**src/design/stok_pkg.sv**
```systemverilog
// Shared types, token kinds and keyword table for the source tokenizer.
package stok_pkg;

    localparam int FIELD_W    = 24;
    localparam int KW_CHARS   = 6;
    localparam int KW_BITS    = 8 * KW_CHARS;
    localparam int KW_COUNT   = 8;
    localparam int Q_DEPTH    = 4;
    localparam int Q_IDX_W    = $clog2(Q_DEPTH);
    localparam int Q_CNT_W    = $clog2(Q_DEPTH + 1);

    localparam logic [7:0] CH_SLASH = 8'h2F;
    localparam logic [7:0] CH_AMP   = 8'h26;
    localparam logic [7:0] CH_DOT   = 8'h2E;
    localparam logic [7:0] CH_LF    = 8'h0A;
    localparam logic [7:0] CH_CR    = 8'h0D;
    localparam logic [7:0] CH_TAB   = 8'h09;
    localparam logic [7:0] CH_SPACE = 8'h20;

    typedef enum logic [4:0] {
        K_IDENT     = 5'd0,
        K_NUMBER    = 5'd1,
        K_COMMENT   = 5'd2,
        K_SLASH     = 5'd3,
        K_LPAREN    = 5'd4,
        K_RPAREN    = 5'd5,
        K_STAR      = 5'd6,
        K_PLUS      = 5'd7,
        K_MINUS     = 5'd8,
        K_DOT       = 5'd9,
        K_COLON     = 5'd10,
        K_SEMI      = 5'd11,
        K_LT        = 5'd12,
        K_EQ        = 5'd13,
        K_GT        = 5'd14,
        K_LBRACE    = 5'd15,
        K_RBRACE    = 5'd16,
        K_AMP       = 5'd17,
        K_AMPAMP    = 5'd18,
        K_KW_FN     = 5'd19,
        K_KW_VOID   = 5'd20,
        K_KW_LET    = 5'd21,
        K_KW_VAR    = 5'd22,
        K_KW_IF     = 5'd23,
        K_KW_ELSE   = 5'd24,
        K_KW_WHILE  = 5'd25,
        K_KW_RETURN = 5'd26,
        K_INVALID   = 5'd27
    } kind_t;

    // Keyword text packed first character in the low byte, same order as K_KW_*.
    localparam logic [KW_BITS-1:0] KW_TEXT [KW_COUNT] = '{
        48'h0000_0000_6E66,
        48'h0000_6469_6F76,
        48'h0000_0074_656C,
        48'h0000_0072_6176,
        48'h0000_0000_6669,
        48'h0000_6573_6C65,
        48'h0065_6C69_6877,
        48'h6E72_7574_6572
    };
    localparam logic [2:0] KW_LEN [KW_COUNT] = '{
        3'd2, 3'd4, 3'd3, 3'd3, 3'd2, 3'd4, 3'd5, 3'd6
    };

    typedef struct packed {
        logic [7:0] text_byte;
        logic       end_of_text;
    } in_t;

    typedef struct packed {
        logic [4:0]         token_kind;
        logic [FIELD_W-1:0] start_offset;
        logic [FIELD_W-1:0] token_length;
        logic               is_error;
        logic               last_of_run;
    } out_t;

    // Token record between front and back; identifiers still carry their prefix.
    typedef struct packed {
        kind_t              kind;
        logic [FIELD_W-1:0] start;
        logic [FIELD_W-1:0] length;
        logic               err;
        logic               last;
        logic [KW_BITS-1:0] prefix;
        logic [2:0]         name_len;
    } tok_rec_t;

    typedef struct packed {
        logic [1:0] count;
        tok_rec_t   rec1;
        tok_rec_t   rec0;
    } push_t;

endpackage

```
**src/design/stok_front.sv**
```systemverilog
// Front end: byte classification and lexer state machine, emits token records.
module stok_front #(
    parameter int POSITION_BITS = 24,
    parameter int KEYWORD_CHARS = 6
) (
    input  logic            clk,
    input  logic            rst_n,
    input  logic            cfg_valid,
    input  logic            cfg_data,
    input  logic            in_valid,
    output logic            in_ready,
    input  stok_pkg::in_t   in_data,
    input  logic            room,
    output stok_pkg::push_t push
);
    import stok_pkg::*;

    localparam int PB     = POSITION_BITS;
    localparam int PFX_W  = 8 * KEYWORD_CHARS;
    localparam int EXT_W  = (PB > FIELD_W) ? PB : FIELD_W;

    typedef enum logic [2:0] {
        MODE_IDLE,
        MODE_IDENT,
        MODE_INT,
        MODE_FRAC,
        MODE_SLASH,
        MODE_COMMENT,
        MODE_AMP
    } mode_t;

    typedef struct packed {
        logic     valid;
        tok_rec_t rec;
    } close_t;

    mode_t            mode_reg, mode_next;
    logic [PB-1:0]    start_reg, start_next;
    logic [PB-1:0]    pos_reg, pos_next;
    logic [PB-1:0]    len_reg, len_next;
    logic [PFX_W-1:0] prefix_reg, prefix_next;
    logic             incl_reg;

    logic       accept;
    logic [7:0] b;
    logic       is_alpha, is_digit, is_white, used;
    close_t     cl;
    tok_rec_t   slot [2];
    logic [1:0] n;

    function automatic logic [FIELD_W-1:0] to_field(input logic [PB-1:0] v);
        logic [EXT_W-1:0] e;
        begin
            e = EXT_W'(v);
            return e[FIELD_W-1:0];
        end
    endfunction

    function automatic logic [PB-1:0] sat_inc(input logic [PB-1:0] v);
        return (&v) ? v : v + PB'(1);
    endfunction

    function automatic tok_rec_t mk_rec(input kind_t k, input logic [FIELD_W-1:0] s,
                                        input logic [FIELD_W-1:0] l, input logic e);
        tok_rec_t r;
        begin
            r          = '0;
            r.kind     = k;
            r.start    = s;
            r.length   = l;
            r.err      = e;
            return r;
        end
    endfunction

    function automatic kind_t single_kind(input logic [7:0] c);
        kind_t k;
        begin
            unique case (c)
                8'h2F:   k = K_SLASH;
                8'h28:   k = K_LPAREN;
                8'h29:   k = K_RPAREN;
                8'h2A:   k = K_STAR;
                8'h2B:   k = K_PLUS;
                8'h2D:   k = K_MINUS;
                8'h2E:   k = K_DOT;
                8'h3A:   k = K_COLON;
                8'h3B:   k = K_SEMI;
                8'h3C:   k = K_LT;
                8'h3D:   k = K_EQ;
                8'h3E:   k = K_GT;
                8'h7B:   k = K_LBRACE;
                8'h7D:   k = K_RBRACE;
                default: k = K_INVALID;
            endcase
            return k;
        end
    endfunction

    // Record for the pending token when a non-matching byte or end of text ends it.
    function automatic close_t close_tok(input mode_t m, input logic [PB-1:0] s,
                                         input logic [PB-1:0] l, input logic [PFX_W-1:0] p,
                                         input logic incl);
        close_t c;
        begin
            c = '0;
            unique case (m)
                MODE_IDENT:
                begin
                    c.valid        = 1'b1;
                    c.rec          = mk_rec(K_IDENT, to_field(s), to_field(l), 1'b0);
                    c.rec.prefix   = p[KW_BITS-1:0];
                    c.rec.name_len = (l > PB'(7)) ? 3'd7 : l[2:0];
                end
                MODE_INT, MODE_FRAC:
                begin
                    c.valid = 1'b1;
                    c.rec   = mk_rec(K_NUMBER, to_field(s), to_field(l), 1'b0);
                end
                MODE_SLASH:
                begin
                    c.valid = 1'b1;
                    c.rec   = mk_rec(K_SLASH, to_field(s), FIELD_W'(1), 1'b0);
                end
                MODE_AMP:
                begin
                    c.valid = 1'b1;
                    c.rec   = mk_rec(K_AMP, to_field(s), FIELD_W'(1), 1'b0);
                end
                MODE_COMMENT:
                begin
                    c.valid = incl;
                    c.rec   = mk_rec(K_COMMENT, to_field(s), to_field(l), 1'b0);
                end
                default:
                begin
                    c.valid = 1'b0;
                end
            endcase
            return c;
        end
    endfunction

    assign in_ready = room;
    assign accept   = in_valid && room;
    assign b        = in_data.text_byte;
    assign is_alpha = (b >= 8'h61 && b <= 8'h7A) || (b >= 8'h41 && b <= 8'h5A);
    assign is_digit = (b >= 8'h30 && b <= 8'h39);
    assign is_white = (b == CH_SPACE) || (b == CH_TAB) || (b == CH_LF) || (b == CH_CR);

    always_comb
    begin
        mode_next   = mode_reg;
        start_next  = start_reg;
        len_next    = len_reg;
        prefix_next = prefix_reg;
        pos_next    = pos_reg;
        used        = 1'b0;
        n           = 2'd0;
        slot[0]     = '0;
        slot[1]     = '0;
        cl          = '0;

        unique case (mode_reg)
            MODE_IDENT:
            begin
                if (is_alpha || is_digit)
                begin
                    for (int i = 0; i < KEYWORD_CHARS; i++)
                    begin
                        if (len_reg == PB'(i))
                        begin
                            prefix_next[8*i +: 8] = b;
                        end
                    end
                    len_next = sat_inc(len_reg);
                    used     = 1'b1;
                end
            end
            MODE_INT:
            begin
                if (is_digit)
                begin
                    len_next = sat_inc(len_reg);
                    used     = 1'b1;
                end
                else if (b == CH_DOT)
                begin
                    len_next  = sat_inc(len_reg);
                    mode_next = MODE_FRAC;
                    used      = 1'b1;
                end
            end
            MODE_FRAC:
            begin
                if (is_digit)
                begin
                    len_next = sat_inc(len_reg);
                    used     = 1'b1;
                end
            end
            MODE_SLASH:
            begin
                if (b == CH_SLASH)
                begin
                    len_next  = sat_inc(len_reg);
                    mode_next = MODE_COMMENT;
                    used      = 1'b1;
                end
            end
            MODE_AMP:
            begin
                if (b == CH_AMP)
                begin
                    slot[n[0]] = mk_rec(K_AMPAMP, to_field(start_reg), FIELD_W'(2), 1'b0);
                    n          = n + 2'd1;
                    mode_next  = MODE_IDLE;
                    used       = 1'b1;
                end
            end
            MODE_COMMENT:
            begin
                if (b == CH_LF)
                begin
                    cl = close_tok(mode_reg, start_reg, len_reg, prefix_reg, incl_reg);
                    if (cl.valid)
                    begin
                        slot[n[0]] = cl.rec;
                        n          = n + 2'd1;
                    end
                    mode_next = MODE_IDLE;
                end
                else
                begin
                    len_next = sat_inc(len_reg);
                end
                used = 1'b1;
            end
            default:
            begin
                used = 1'b0;
            end
        endcase

        if (!used)
        begin
            cl = close_tok(mode_reg, start_reg, len_reg, prefix_reg, incl_reg);
            if (cl.valid)
            begin
                slot[n[0]] = cl.rec;
                n          = n + 2'd1;
            end
            mode_next = MODE_IDLE;
            if (is_white)
            begin
                mode_next = MODE_IDLE;
            end
            else if (is_alpha || is_digit || b == CH_SLASH || b == CH_AMP)
            begin
                start_next  = pos_reg;
                len_next    = PB'(1);
                prefix_next = '0;
                if (is_alpha)
                begin
                    mode_next       = MODE_IDENT;
                    prefix_next[7:0] = b;
                end
                else if (is_digit)
                begin
                    mode_next = MODE_INT;
                end
                else if (b == CH_SLASH)
                begin
                    mode_next = MODE_SLASH;
                end
                else
                begin
                    mode_next = MODE_AMP;
                end
            end
            else
            begin
                slot[n[0]] = mk_rec(single_kind(b), to_field(pos_reg), FIELD_W'(1),
                                    single_kind(b) == K_INVALID);
                n          = n + 2'd1;
            end
        end

        pos_next = sat_inc(pos_reg);

        // End of text flushes the pending token and starts over at offset zero.
        if (in_data.end_of_text)
        begin
            cl = close_tok(mode_next, start_next, len_next, prefix_next, incl_reg);
            if (cl.valid)
            begin
                slot[n[0]] = cl.rec;
                n          = n + 2'd1;
            end
            mode_next   = MODE_IDLE;
            start_next  = '0;
            pos_next    = '0;
            len_next    = '0;
            prefix_next = '0;
        end

        if (n == 2'd1)
        begin
            slot[0].last = 1'b1;
        end
        else if (n == 2'd2)
        begin
            slot[1].last = 1'b1;
        end
    end

    assign push.count = accept ? n : 2'd0;
    assign push.rec0  = slot[0];
    assign push.rec1  = slot[1];

    always_ff @(posedge clk or negedge rst_n)
    begin
        if (!rst_n)
        begin
            mode_reg   <= MODE_IDLE;
            start_reg  <= '0;
            pos_reg    <= '0;
            len_reg    <= '0;
            prefix_reg <= '0;
            incl_reg   <= 1'b0;
        end
        else
        begin
            if (cfg_valid)
            begin
                incl_reg <= cfg_data;
            end
            if (accept)
            begin
                mode_reg   <= mode_next;
                start_reg  <= start_next;
                pos_reg    <= pos_next;
                len_reg    <= len_next;
                prefix_reg <= prefix_next;
            end
        end
    end

    a_eot_restarts: assert property (@(posedge clk) disable iff (!rst_n)
        accept && in_data.end_of_text |=> mode_reg == MODE_IDLE && pos_reg == '0)
        else $error("lexer state not cleared after end of text");

    a_last_marked: assert property (@(posedge clk) disable iff (!rst_n)
        push.count == 2'd1 |-> push.rec0.last)
        else $error("single record of a byte not marked last");

    a_pos_saturates: assert property (@(posedge clk) disable iff (!rst_n)
        accept && !in_data.end_of_text && (&pos_reg) |=> (&pos_reg))
        else $error("byte position wrapped");

endmodule

```
**src/design/stok_back.sv**
```systemverilog
// Back end: token queue, keyword resolution and output register.
module stok_back (
    input  logic            clk,
    input  logic            rst_n,
    input  stok_pkg::push_t push,
    output logic            room,
    output logic            out_valid,
    input  logic            out_ready,
    output stok_pkg::out_t  out_data
);
    import stok_pkg::*;

    tok_rec_t             q_mem [Q_DEPTH];
    logic [Q_IDX_W-1:0]   head_reg, head_next;
    logic [Q_IDX_W-1:0]   tail_reg, tail_next;
    logic [Q_CNT_W-1:0]   count_reg, count_next;
    logic                 out_valid_reg;
    out_t                 out_reg;
    logic                 pop;
    tok_rec_t             head_rec;
    kind_t                kind;

    assign room     = count_reg <= Q_CNT_W'(Q_DEPTH - 2);
    assign pop      = (count_reg != '0) && (!out_valid_reg || out_ready);
    assign head_rec = q_mem[head_reg];

    // Identifier becomes a keyword when both length and stored text match.
    always_comb
    begin
        kind = head_rec.kind;
        if (head_rec.kind == K_IDENT)
        begin
            for (int k = 0; k < KW_COUNT; k++)
            begin
                if (head_rec.name_len == KW_LEN[k] && head_rec.prefix == KW_TEXT[k])
                begin
                    kind = kind_t'(5'(K_KW_FN) + 5'(k));
                end
            end
        end
    end

    always_comb
    begin
        head_next  = pop ? head_reg + Q_IDX_W'(1) : head_reg;
        tail_next  = tail_reg + Q_IDX_W'(push.count);
        count_next = count_reg + Q_CNT_W'(push.count) - Q_CNT_W'(pop);
    end

    always_ff @(posedge clk)
    begin
        if (push.count != 2'd0)
        begin
            q_mem[tail_reg] <= push.rec0;
        end
        if (push.count == 2'd2)
        begin
            q_mem[tail_reg + Q_IDX_W'(1)] <= push.rec1;
        end
        if (pop)
        begin
            out_reg.token_kind   <= kind;
            out_reg.start_offset <= head_rec.start;
            out_reg.token_length <= head_rec.length;
            out_reg.is_error     <= head_rec.err;
            out_reg.last_of_run  <= head_rec.last;
        end
    end

    always_ff @(posedge clk or negedge rst_n)
    begin
        if (!rst_n)
        begin
            head_reg      <= '0;
            tail_reg      <= '0;
            count_reg     <= '0;
            out_valid_reg <= 1'b0;
        end
        else
        begin
            head_reg  <= head_next;
            tail_reg  <= tail_next;
            count_reg <= count_next;
            if (pop)
            begin
                out_valid_reg <= 1'b1;
            end
            else if (out_ready)
            begin
                out_valid_reg <= 1'b0;
            end
        end
    end

    assign out_valid = out_valid_reg;
    assign out_data  = out_reg;

    a_no_overflow: assert property (@(posedge clk) disable iff (!rst_n)
        count_reg <= Q_CNT_W'(Q_DEPTH))
        else $error("token queue overflow");

    a_push_has_room: assert property (@(posedge clk) disable iff (!rst_n)
        push.count != 2'd0 |-> count_reg <= Q_CNT_W'(Q_DEPTH - 2))
        else $error("records pushed without room");

    a_pop_shows: assert property (@(posedge clk) disable iff (!rst_n)
        pop |=> out_valid_reg)
        else $error("popped token not presented");

endmodule

```
**src/design/source_tokenizer.sv**
```systemverilog
// Top level of the source tokenizer: byte stream in, token stream out.
//
//  channel | signals                      | payload
//  --------+------------------------------+------------------------------------------
//  cfg     | cfg_valid / cfg_ready        | cfg_data: include_comments
//  in      | in_valid / in_ready          | in_data: text_byte, end_of_text
//  out     | out_valid / out_ready        | out_data: kind, start, length, error, last
//
// One byte per cycle: the lexer state machine decides each accepted byte and writes
// up to two token records into a four-entry queue; the output register drains one
// token per cycle while out_ready is high. in_ready falls while the queue holds
// more than two tokens, so bytes that give two tokens or output stalls throttle
// the input. A token goes from the queue into the output register after the
// transfer of the byte that ends it; the second token of the same byte follows it.
// Reset (rst_n, async, active low) empties the queue and restarts at offset zero.
module source_tokenizer #(
    parameter int POSITION_BITS = 24,
    parameter int KEYWORD_CHARS = 6
) (
    input  logic           clk,
    input  logic           rst_n,
    input  logic           cfg_valid,
    output logic           cfg_ready,
    input  logic           cfg_data,
    input  logic           in_valid,
    output logic           in_ready,
    input  stok_pkg::in_t  in_data,
    output logic           out_valid,
    input  logic           out_ready,
    output stok_pkg::out_t out_data
);
    import stok_pkg::*;

    push_t push;
    logic  room;

    assign cfg_ready = 1'b1;

    stok_front #(
        .POSITION_BITS (POSITION_BITS),
        .KEYWORD_CHARS (KEYWORD_CHARS)
    ) u_front (
        .clk       (clk),
        .rst_n     (rst_n),
        .cfg_valid (cfg_valid),
        .cfg_data  (cfg_data),
        .in_valid  (in_valid),
        .in_ready  (in_ready),
        .in_data   (in_data),
        .room      (room),
        .push      (push)
    );

    stok_back u_back (
        .clk       (clk),
        .rst_n     (rst_n),
        .push      (push),
        .room      (room),
        .out_valid (out_valid),
        .out_ready (out_ready),
        .out_data  (out_data)
    );

endmodule

```
**config.mk**
```make
export PLATFORM = sky130hd
export DESIGN_NAME = source_tokenizer
export DESIGN_NICKNAME = d
export VERILOG_FILES = /design/src/design/stok_pkg.sv /design/src/design/stok_front.sv /design/src/design/stok_back.sv /design/src/design/source_tokenizer.sv
export SDC_FILE = /design/constraint.sdc
export NUM_CORES = 1
export LEC_CHECK = 0
export BUFFER_PORTS_ARGS = -buffer_cell sky130_fd_sc_hd__buf_2
export CORE_MARGIN = 4
export CORE_UTILIZATION = 30
export DETAILED_ROUTE_END_ITERATION = 8
export HOLD_SLACK_MARGIN = 0.02
export PLACE_DENSITY_LB_ADDON = 0.2
export SLEW_MARGIN = 20
export SYNTH_ARGS = -nofsm -noshare
export SYNTH_HDL_FRONTEND = slang
export SYNTH_SLANG_ARGS = --single-unit
```
**constraint.sdc**
```tcl
create_clock -name clk -period 15.7 [get_ports clk]
set_clock_uncertainty 0.15 [all_clocks]
set_input_delay 1.57 -clock clk [delete_from_list [all_inputs] [get_ports clk]]
set_output_delay 1.57 -clock clk [all_outputs]
set_load 0.05 [all_outputs]
```
# Word-level counts from Yosys, hierarchy flattened
# Memories as Yosys holds them, arrays and structs flattened.
# Index checks and enable logic that the tools add are counted.
[totals]
ramBits = 424
output_inout_bits = 58
mem_count = 1
reg_bits = 187
input_bits = 15
[memory_table]
columns = ["name", "words", "word_bits", "read_ports", "rd_clocked_by_memory_dff", "wr", "line", "text"]
rows = [
  ["u_back.q_mem", 4, 106, 1, 0, 2, "stok_back.sv:13", "tok_rec_t q_mem [Q_DEPTH];"],
]
[classes]
order_cmp = 15
bitwise_logic = 3
n_mux = 117
n_addsub = 10
n_eq_ne = 54
reduce_logical = 37
[ops]
columns = ["op", "count"]
rows = [
  ["212-bit 2-to-1 mux", 7],
  ["106-bit one-hot mux with 5 select lines", 2],
  ["106-bit 2-to-1 mux", 7],
  ["212-bit bitwise mux", 3],
  ["24-bit 2-to-1 mux", 17],
  ["106-bit demux with 1-bit select", 3],
  ["48-bit 2-to-1 mux", 6],
  ["106-bit one-hot mux with 2 select lines", 1],
  ["24-bit one-hot mux with 5 select lines", 1],
  ["8-bit by 6-bit == test with 1-bit output, second input constant", 14],
  ["103-bit 2-to-1 mux", 1],
  ["48-bit by 15-bit == test with 1-bit output, second input constant", 2],
  ["48-bit by 23-bit == test with 1-bit output, second input constant", 2],
  ["48-bit by 31-bit == test with 1-bit output, second input constant", 2],
  ["5-bit one-hot mux with 14 select lines", 1],
  ["5-bit 2-to-1 mux", 12],
  ["8-bit 2-to-1 mux", 7],
  ["24-bit by 1-bit adder with 24-bit output, second input constant", 2],
  ["24-bit by 2-bit == test with 1-bit output, second input constant", 2],
  ["24-bit by 3-bit == test with 1-bit output, second input constant", 2],
  ["48-bit by 39-bit == test with 1-bit output, second input constant", 1],
  ["48-bit by 47-bit == test with 1-bit output, second input constant", 1],
  ["24-bit by 3-bit > comparator with 1-bit output, second input constant", 2],
  ["24-bit AND reduction", 2],
  ["39 further kinds", 136],
]

# Logic depth before layout (Yosys ltp)
# Gate-level depths: netlist of run 1.
[logic_depth]
ltp_word = 23
depth_mapped = 21
mapped_depth_nobuf = 16

# Hierarchy
# From an unflattened synthesis of run 1, not the netlist that was laid out.
[unflattened]
hier_cells = 2641
area_unflattened_um2 = 33339.5
[modules_own_cells]
columns = ["module", "cells_per_inst", "seq_area_each_um2", "area_per_inst_um2", "instances"]
rows = [
  ["stok_back", 1239, 14584.0, 22948.3, 1],
  ["stok_front", 1400, 3103.0, 10380.0, 1],
  ["source_tokenizer", 2, 0.0, 11.3, 1],
]

# Least setup slack after synthesis of run 1
# OpenSTA, ideal clock, no wires.
[synth_path]
path_type = "input port to flip-flop"
start = "input port in_data[3] (netlist name)"
end = "memory u_back.q_mem[0][0] (netlist name), enable pin"
arrival_time_ps = 9099
slack_ps = 5880
path_buffers = 5
setup_time_ps = 572
path_stages = 17
path_cell_list = "buf_4 -> buf_4 -> nor4bb_1 -> nand3_1 -> o22ai_1 -> and2_1 -> buf_2 -> clkbuf_1 -> ha_1 -> or3_1 -> buf_2 -> a21oi_2 -> o21ai_2 -> mux2i_1 -> and2_1 -> a21oi_1 -> nor2_1"
[synth_rtl]
columns = ["item", "line", "text"]
rows = [
  ["from (decl)", "source_tokenizer.sv:27", "input stok_pkg::in_t in_data,"],
  ["to (decl)", "stok_back.sv:13", ""],
]

==> run_results.csv, run 1 <==
group,metric,value,unit
outcome,status,"complete, no violations",
worst_setup_path,worst_setup_path_start_kind,"input pin",
synth,synthesis.area,30300,sq um
global_route,grt_pass1_vias,20863,
sta,slew_headroom,0.254,
clock_network,cts_sinks,611,
detailed_routing,post-route-drc-count,0,
worst_setup_path,crit_path_frequent_cell,"o22ai_1",
synth,syn_inst,2568,
worst_setup_path,critical_path_buf_inv_count,2,
clock_network,holdBufCountCts,0,
clock_network,htree_num_levels,3,
sta,finalCritPeriodShare,0.456,
worst_setup_path,crit_required,16.01,ns
worst_setup_path,crit_path_top_delay_cell,"and2_4",
sta,rsz0062_at_grt,"false",
detailed_routing,routedWlPerCell,23.5,um
layout,drive_gt1_frac,0.141,
synth,yosysWarnings,0,
sta,finalSetupTns,0,ns
hold_path,hold_class,"reg -> reg",
flow_run,maxCapViolCount,0,
layout,multiInputGateArea,11600,sq um
synth,synth_nets,2595,
layout,fill_cells,9799,
layout,ff_latch_area,17700,sq um
synth,yosys-top-cells-area,"edfxtp_1 (47%), dfrtp_1 (11%), mux4_2 (6.8%)",
synth,synthFlopType,"edfxtp_1",
hold_path,min_from,"u_front.prefix_reg[23]",
die,die-area,106000,sq um
detailed_routing,ant_nets,0,
synth,yosysTopAreaCell,"edfxtp_1",
placement,dpl.hpwl,58.5,mm
sta,finalSetupViolCount,0,
clock_network,post_cts_resized,0,
placement,gp_congestion,0.882,
placement,portBuffers,71,
synth,yosysUniqueCellTypes,94,
clock_network,cts_buffers,70,
clock_network,cts_tree,"yes",
synth,synthArstFlopShare,0.216,
worst_setup_path,endpoint_kind,"register",
hold_path,holdPathStages,1,
detailed_routing,via_per_inst,5.56,
detailed_routing,vias,21598,
layout,nNetsFinal,2562,
synth,synthDominantCellAreaShare,0.474,
worst_setup_path,reg2reg_from,"u_front.mode_reg[0]",
worst_setup_path,cp_max_fo,58,
layout,areaGrowthSynthToFinish,12.1,%
synth,ys_ff_latch,611,
global_route,antenna_found_initial,4,
die,rows,116,
placement,dp.cells,3760,
clock_network,clock_latency,0.62,ns
synth,seq_area_frac_synth,0.583,
synth,yosys.cell_count.top_type,"edfxtp_1",
sta,finalCriticalPeriod,7.16,ns
worst_setup_path,r2r_setup_slack,9.34,ns
sta,slew_viol_final,0,
clock_network,postCtsSetupBuffers,0,
synth,syn_avg_cell_area,11.8,sq um
clock_network,clk_pin_slew_worst_paths,0.06,ns
power_and_ir_drop,fin_total_pwr,5.45,mW
power_and_ir_drop,powerDensity,160,nW/um^2
hold_path,hold_path_end,"u_front.prefix_reg[23]",
layout,finalNonFillerCells,3888,
power_and_ir_drop,ir_worst_vdd,0.0000728,V
clock_network,max-clock-path-buffers,3,
sta,tightest_slew,1.11,ns
synth,synth-edff-count,479,
global_route,grt_pass1_wl,138,mm
worst_setup_path,r2r_cells,13,
global_route,overflow,0,
worst_setup_path,cp_data_arrival_time,7.46,ns
detailed_routing,totalWireLength,91.5,mm
synth,yosys-top-cells-count,"edfxtp_1 (479), nor2_1 (368), nand2_1 (195), o21ai_0 (147), a21oi_1 (136)",
worst_setup_path,r2r_end,"u_back.q_mem[2][7]",
worst_setup_path,critPathKind,"in -> reg",
die,core-area,100000,sq um
layout,stdcell_area,34000,sq um
worst_setup_path,crit_chain,"buf_2, and4bb_1, nand3_1, o22ai_1, and2_1, ha_1, or3_1, a21oi_2, o21ai_2, mux2i_1, and2_4, buf_4, nand2_1, o22ai_1",
die,fp.dieW,326,um
detailed_routing,drt_iter0_drc,2304,
power_and_ir_drop,p_leak,12.0,nW
sta,final_hold_viol_count,0,
layout,largest_reg_flops,424,
worst_setup_path,crit_path_max_incr_delay,0.79,ns
die,initial_core_util,0.303,
sta,fmax,140,MHz
die,fp.dieH,326,um
layout,postLayoutCoreUtil,0.339,
worst_setup_path,path_delay_family,"simple AND/OR/NAND/NOR gates",
placement,placed_area,31700,sq um
clock_network,root_buffer,"clkbuf_16",
global_route,grtUsageTotal,0.169,
die,ios,73,
global_route,grt_max_degree,74,
detailed_routing,drtPass1Iterations,6,
## metrics by stage
step                hold WS [ns]  setup WS, ns
CTS                        0.339          8.53
detailed placement         0.322          7.88
global route               0.344          8.07
finish                     0.340          8.54
floorplan                  0.303          5.88
global placement           0.320          7.96
## layout by cell type (no fill, tap or decap), types with 74 or more instances in the layout
cell type,Yosys,routed
edfxtp_1,479,479
a21oi_1,136,135
mux2i_1,74,74
a22oi_1,109,109
o21ai_0,147,147
nor2_1,368,365
mux4_2,92,92
clkbuf_16,0,76
dfrtp_1,132,130
nand3_1,83,83
nand2_1,195,194
## cell families after synthesis
kind of cell,count (synthesis),synth area share
and+or+nand+nor,902,0.141
adders and majority gates,13,0.00553
DFF,611,0.583
other,1,0.000124
xor gates and xnor gates,28,0.00809
buffers and inverters,244,0.0349
muxes,172,0.0951
AOI/OAI and AO/OA,597,0.132
## routing by layer
layer	vias up	GRT usage	share of wire
li1	9686	-	-
met1	10958	0.257	0.47
met2	863	0.249	0.43
met3	91	0.0330	0.083
met4	0	0.0385	0.016
met5	-	0	0
## worst max-delay path by stage
stage	slack [ns]	cells past startpoint	start	to
3_5_place_dp	7.88	15	in_data[3]	u_back.q_mem[0][34]
6_report	8.54	14	in_data[2]	u_back.q_mem[2][7]
2_1_floorplan	5.88	17	in_data[3]	u_back.q_mem[0][0]
3_3_place_gp	7.96	15	in_data[3]	u_back.q_mem[0][34]
4_1_cts	8.53	15	in_data[3]	u_back.q_mem[0][30]
5_1_grt	8.07	15	in_data[3]	u_back.q_mem[0][46]
## layout make-up
type | instances | share of cell area
well taps | 1298 | 0.0478
inverters | 29 | 0.00320
repair buffers | 110 | 0.0193
flip-flops and latches | 611 | 0.521
clock buffers | 96 | 0.0594
diodes | 1 | 0.0000736
clock inverters | 30 | 0.00711
multi-input cells | 1713 | 0.343
## report_power, final
group | leakage (nW) | switching (mW) | internal (mW)
registers | 6.45 | 0.143 | 2.05
clock network | 1.11 | 0.663 | 0.950
logic | 4.40 | 1.16 | 0.489
total | 12.0 | 1.96 | 3.49
## worst register-to-register path, cell delays in order (launching register included)
cell      delay (ns)
dfrtp_1         0.56
nor4bb_1        0.45
nand3_1         0.16
o22ai_1         0.19
and2_1          0.71
ha_1            0.40
or3_1           0.49
a21oi_2         0.41
o21ai_2         0.13
mux2i_1         0.34
and2_4          0.79
buf_4           0.77
nand2_1         0.44
o22ai_1         0.23
(Power assumes the default switching activity.)
==> inputs of run 2 (changes only) <==
==> constraint.sdc (replaced) <==
create_clock -name clk -period 5.9 [get_ports clk]
set_clock_uncertainty 0.15 [all_clocks]
set_input_delay 0.59 -clock clk [delete_from_list [all_inputs] [get_ports clk]]
set_output_delay 0.59 -clock clk [all_outputs]
set_load 0.05 [all_outputs]
==> run 2 against run 1 <==
Effect of this change: final cell count grew 1.0%; critical path type is now reg -> reg; setup slack got worse by 7.7 ns; worst hold slack lost 0.27 ns.
==> run_results.csv, run 2 (same netlist as run 1, synthesis figures left out) <==
group,metric,value,unit
outcome,status,"complete, no violations",
power_and_ir_drop,seqPwrFrac,0.396,
sta,final_hold_viol_count,0,
sta,finalSetupViolCount,0,
worst_setup_path,path_delay_family,"compound AO/OA/AOI/OAI gates",
worst_setup_path,crit_required,6.08,ns
detailed_routing,via_per_inst,5.52,
detailed_routing,drtPass1Iterations,6,
worst_setup_path,critical_path_buf_inv_count,1,
flow_run,maxCapViolCount,0,
clock_network,htree_num_levels,3,
worst_setup_path,worst_setup_path_start_kind,"register",
clock_network,cts_tree,"yes",
clock_network,cts_sinks,611,
clock_network,post_cts_resized,0,
die,initial_core_util,0.303,
layout,layout_commonest_cell,"edfxtp_1",
worst_setup_path,crit_chain,"inv_1, nor3_1, o221ai_2, a311o_4, a21oi_4, maj3_1, or3_1, o21ai_4, a22oi_1, nor2_1",
clock_network,holdBufCountCts,2,
layout,largest_reg_flops,424,
die,core-area,100000,sq um
clock_network,max-clock-path-buffers,3,
sta,slew_viol_final,0,
layout,nNetsFinal,2597,
layout,mostFrequentLayoutCells,"edfxtp_1 (479), nor2_1 (365), nand2_1 (194)",
sta,rsz0062_at_grt,"false",
power_and_ir_drop,fin_total_pwr,14.7,mW
clock_network,root_buffer,"clkbuf_16",
placement,dpl.hpwl,59.3,mm
die,rows,116,
sta,finalCritPeriodShare,0.851,
layout,areaGrowthSynthToFinish,13.7,%
hold_path,hold_class,"in -> reg",
layout,drive_gt1_frac,0.156,
placement,pre_cts_ws,0.820,ns
die,ios,73,
power_and_ir_drop,power.switching,5.36,mW
layout,finalNonFillerCells,3928,
die,die-area,106000,sq um
sta,fmax,199,MHz
layout,fill_cells,9894,
placement,gp_congestion,0.857,
worst_setup_path,cp_max_fo,16,
power_and_ir_drop,power_frac_comb,0.308,
detailed_routing,vias,21697,
clock_network,clk_pin_slew_worst_paths,0.06,ns
power_and_ir_drop,p_leak,12.2,nW
worst_setup_path,endpoint_kind,"register",
power_and_ir_drop,switching_share,0.364,
die,fp.dieH,326,um
detailed_routing,totalWireLength,93.1,mm
placement,portBuffers,71,
sta,slew_headroom,0.373,
detailed_routing,routedWlPerCell,23.7,um
power_and_ir_drop,powerDensity,427,nW/um^2
worst_setup_path,cp_data_arrival_time,5.20,ns
detailed_routing,post-route-drc-count,0,
power_and_ir_drop,p_int,9.37,mW
worst_setup_path,critPathKind,"reg -> reg",
global_route,grtUsageTotal,0.172,
clock_network,postCtsSetupBuffers,0,
clock_network,cts_buffers,71,
global_route,grt_pass1_vias,21849,
detailed_routing,ant_nets,0,
sta,layout_setup_ws,0.877,ns
worst_setup_path,r2r_setup_slack,0.88,ns
global_route,overflow,0,
worst_setup_path,crit_path_max_incr_delay,0.75,ns
placement,dp.cells,3793,
global_route,antenna_found_initial,1,
power_and_ir_drop,ir_worst_vdd,0.000194,V
die,fp.dieW,326,um
clock_network,clock_latency,0.62,ns
global_route,grt_pass1_wl,141,mm
global_route,grt_max_degree,80,
worst_setup_path,crit_path_top_delay_cell,"a22oi_1",
sta,finalSetupTns,0,ns
detailed_routing,drt_iter0_drc,2069,
sta,finalCriticalPeriod,5.02,ns
power_and_ir_drop,power.share.clock,0.297,
sta,tightest_slew,0.934,ns
## run 2: through the flow
step | area (sq um) | util | hold slack (ns)
final | 34500 | 0.344 | 0.0697
after global routing | 34500 | 0.344 | 0.0519
after CTS | 34500 | 0.344 | 0.0203
after detailed placement | 32100 | 0.321 | 0.321
after global placement | 32100 | 0.321 | 0.322
after floorplan | 30300 | - | 0.144
## run 2: per-layer routing
layer	vias to the layer above	global-route usage	part of all wire
met3	135	0.0312	0.061
met1	11052	0.237	0.45
li1	9760	-	-
met4	0	0.0466	0.021
met5	-	0	0
met2	750	0.281	0.47
## run 2: worst paths after layout
check,startpoint,to,cells after the start
max,u_front.mode_reg[0],u_back.q_mem[3][38],10
min,cfg_data,u_front.incl_reg,2
max reg2reg,u_front.mode_reg[0],u_back.q_mem[3][38],10
min reg2reg,u_front.prefix_reg[23],u_front.prefix_reg[23],1
max in group asynchronous,rst_n,u_front.start_reg[9],3
min in group asynchronous,rst_n,u_back.out_valid,2
## run 2: power groups by stage
stage | registers (mW) | logic, mW | clock network (mW)
final | 5.83 | 4.53 | 4.37
after global routing | 5.91 | 4.85 | 4.66
after CTS | 5.84 | 4.58 | 4.50
after detailed placement | 5.92 | 4.57 | 0
after global placement | 5.90 | 4.55 | 0
after floorplan | 6.30 | 2.59 | 0
## run 2: worst reg2reg max path: stages, from the launching register on
cell      delay [ns]
dfrtp_1         0.70
inv_1           0.27
nor3_1          0.42
o221ai_2        0.33
a311o_4         0.58
a21oi_4         0.30
maj3_1          0.27
or3_1           0.64
o21ai_4         0.22
a22oi_1         0.75
nor2_1          0.12
## run 2: final cells by class
| cell class | count | area [sq um] | share of cell area |
|---|---|---|---|
| flip-flops and latches | 611 | 17700 | 0.513 |
| multi-input cells | 1713 | 11600 | 0.338 |
| clock buffers | 92 | 1960 | 0.0568 |
| well taps | 1298 | 1620 | 0.0471 |
| repair buffers | 144 | 1090 | 0.0316 |
| clock inverters | 39 | 353 | 0.0102 |
| inverters | 29 | 109 | 0.00316 |
| diodes | 2 | 5.00 | 0.000145 |
==> inputs of run 3 (changes only) <==
==> constraint.sdc (replaced) <==
create_clock -name clk -period 5.2 [get_ports clk]
set_clock_uncertainty 0.15 [all_clocks]
set_input_delay 0.52 -clock clk [delete_from_list [all_inputs] [get_ports clk]]
set_output_delay 0.52 -clock clk [all_outputs]
set_load 0.05 [all_outputs]
==> run 3 against run 2 <==
Effect of this change: clock-buffer cell count is 1 higher; sequential power up 14%; register-to-register slack got worse by 0.51 ns; worst hold slack improved by 0.27 ns; global-route usage is 0.21 points higher; first-iteration DRC count grew 5.1%; setup slack lost 0.51 ns; die area unchanged; flip-flop and latch count unchanged; utilization grew 0.24 points; wire length rose by 1.5%; largest power group unchanged; highest routed layer unchanged.
==> run_results.csv, run 3 (same netlist as run 1, synthesis figures left out) <==
group,metric,value,unit
outcome,status,"complete, no violations",
die,die-area,106000,sq um
worst_setup_path,path_delay_family,"compound AO/OA/AOI/OAI gates",
layout,areaGrowthSynthToFinish,14.5,%
global_route,grt_pass1_wl,141,mm
worst_setup_path,r2r_setup_slack,0.36,ns
worst_setup_path,reg2reg_from,"u_front.mode_reg[0]",
detailed_routing,via_per_inst,5.51,
layout,postLayoutCoreUtil,0.347,
die,core-area,100000,sq um
worst_setup_path,critical_path_buf_inv_count,1,
placement,portBuffers,71,
clock_network,postCtsSetupBuffers,0,
detailed_routing,vias,21789,
power_and_ir_drop,power.share.clock,0.295,
die,fp.dieW,326,um
sta,rsz0062_at_grt,"false",
detailed_routing,post-route-drc-count,0,
die,rows,116,
detailed_routing,ant_nets,0,
worst_setup_path,crit_path_max_incr_delay,0.76,ns
die,initial_core_util,0.303,
hold_path,hold_path_end,"u_front.prefix_reg[23]",
global_route,grtUsageTotal,0.174,
layout,largest_reg_flops,424,
layout,layout_commonest_cell,"edfxtp_1",
sta,finalCriticalPeriod,4.84,ns
detailed_routing,drtPass1Iterations,6,
hold_path,hold_class,"reg -> reg",
layout,stdcell_area,34700,sq um
hold_path,holdPathStages,1,
sta,slew_viol_final,0,
clock_network,root_buffer,"clkbuf_16",
sta,fmax,207,MHz
sta,finalSetupViolCount,0,
global_route,antenna_found_initial,2,
detailed_routing,totalWireLength,94.5,mm
clock_network,post_cts_resized,0,
worst_setup_path,r2r_cells,10,
sta,layout_setup_ws,0.363,ns
worst_setup_path,critPathKind,"reg -> reg",
clock_network,clock_latency,0.63,ns
flow_run,maxCapViolCount,0,
global_route,overflow,0,
worst_setup_path,r2r_end,"u_back.q_mem[2][16]",
clock_network,max-clock-path-buffers,3,
layout,finalNonFillerCells,3956,
power_and_ir_drop,switching_share,0.365,
worst_setup_path,worst_setup_path_start_kind,"register",
worst_setup_path,crit_chain,"inv_1, nor3_1, o221ai_2, a311o_4, a21oi_4, maj3_1, or3_1, o21ai_4, a22oi_1, nor2_1",
hold_path,min_from,"u_front.prefix_reg[23]",
worst_setup_path,cp_max_fo,16,
clock_network,cts_buffers,73,
detailed_routing,routedWlPerCell,23.9,um
layout,nNetsFinal,2626,
clock_network,htree_num_levels,3,
layout,mostFrequentLayoutCells,"edfxtp_1 (479), nor2_1 (365), nand2_1 (194)",
placement,pre_cts_ws,0.382,ns
sta,hold_ws,0.339,ns
clock_network,cts_sinks,611,
placement,dpl.hpwl,61.4,mm
power_and_ir_drop,ir_worst_vdd,0.000236,V
global_route,grt_pass1_vias,21698,
placement,gp_congestion,0.823,
worst_setup_path,crit_required,5.39,ns
sta,finalSetupTns,0,ns
placement,dp.cells,3818,
sta,slew_headroom,0.328,
sta,tightest_slew,1.01,ns
placement,placed_area,32400,sq um
die,ios,73,
power_and_ir_drop,powerDensity,484,nW/um^2
die,fp.dieH,326,um
worst_setup_path,crit_path_top_delay_cell,"a22oi_1",
power_and_ir_drop,fin_total_pwr,16.8,mW
worst_setup_path,cp_data_arrival_time,5.03,ns
sta,finalCritPeriodShare,0.930,
layout,drive_gt1_frac,0.164,
detailed_routing,drt_iter0_drc,2175,
worst_setup_path,endpoint_kind,"register",
power_and_ir_drop,power_frac_comb,0.311,
power_and_ir_drop,power.switching,6.14,mW
power_and_ir_drop,seqPwrFrac,0.394,
clock_network,clk_pin_slew_worst_paths,0.06,ns
clock_network,cts_tree,"yes",
sta,final_hold_viol_count,0,
power_and_ir_drop,p_int,10.7,mW
power_and_ir_drop,p_leak,12.3,nW
global_route,grt_max_degree,86,
[run 3: changes by cell type in the layout (fill, tap and decap cells not counted), moves of 2 or more]
cell,previous run,this run
clkbuf_8,8,4
clkinv_8,1,3
clkbuf_16,72,74
clkinvlp_4,4,2
clkinv_2,13,16
dlygate4sd3_1,2,4
inv_16,2,0
clkinv_4,2,0
buf_4,57,82
clkbuf_1,12,15
[run 3: worst max-delay path by stage]
| stage | cells after the start | slack (ns) | startpoint | end |
|---|---|---|---|---|
| global placement | 17 | 0.34 | in_data[7] | u_back.count_reg[2] |
| floorplan | 16 | -0.18 | in_data[1] | u_back.q_mem[0][0] |
| detailed placement | 17 | 0.38 | in_data[7] | u_back.count_reg[2] |
| global route | 10 | 0.14 | u_front.mode_reg[0] | u_back.q_mem[2][16] |
| CTS | 11 | 0.45 | u_front.mode_reg[0] | u_back.q_mem[3][69] |
| finish | 10 | 0.36 | u_front.mode_reg[0] | u_back.q_mem[2][16] |
[run 3: cell type report]
cell class	count	area [sq um]
Antenna cell	1	2.50
Clock buffer	93	1960
Clock inverter	40	343
Fill cell	9864	65400
Inverter	29	109
Multi-Input combinational cell	1713	11700
Sequential cell	611	17700
Tap cell	1298	1620
Timing Repair Buffer	171	1300
[run 3: per-layer routing]
metal,global-route usage,wire length [um]
met4,0.0417,1500
met1,0.249,43300
met2,0.277,43800
met3,0.0315,6000
met5,0,0
[run 3: power groups by stage]
| stage | clock network, mW | logic, mW | registers, mW |
|---|---|---|---|
| 6_report | 4.96 | 5.22 | 6.63 |
| 5_1_grt | 5.31 | 5.57 | 6.71 |
| 4_1_cts | 5.10 | 5.28 | 6.64 |
| 3_5_place_dp | 0 | 5.26 | 6.74 |
| 3_3_place_gp | 0 | 5.24 | 6.70 |
| 2_1_floorplan | 0 | 2.96 | 7.15 |
[run 3: what timing repair did]
item / in CTS / in global routing
hold endpoints to repair: 86 / 0
hold buffers: 4 / 0
endpoints found under the setup margin: 0 / 0
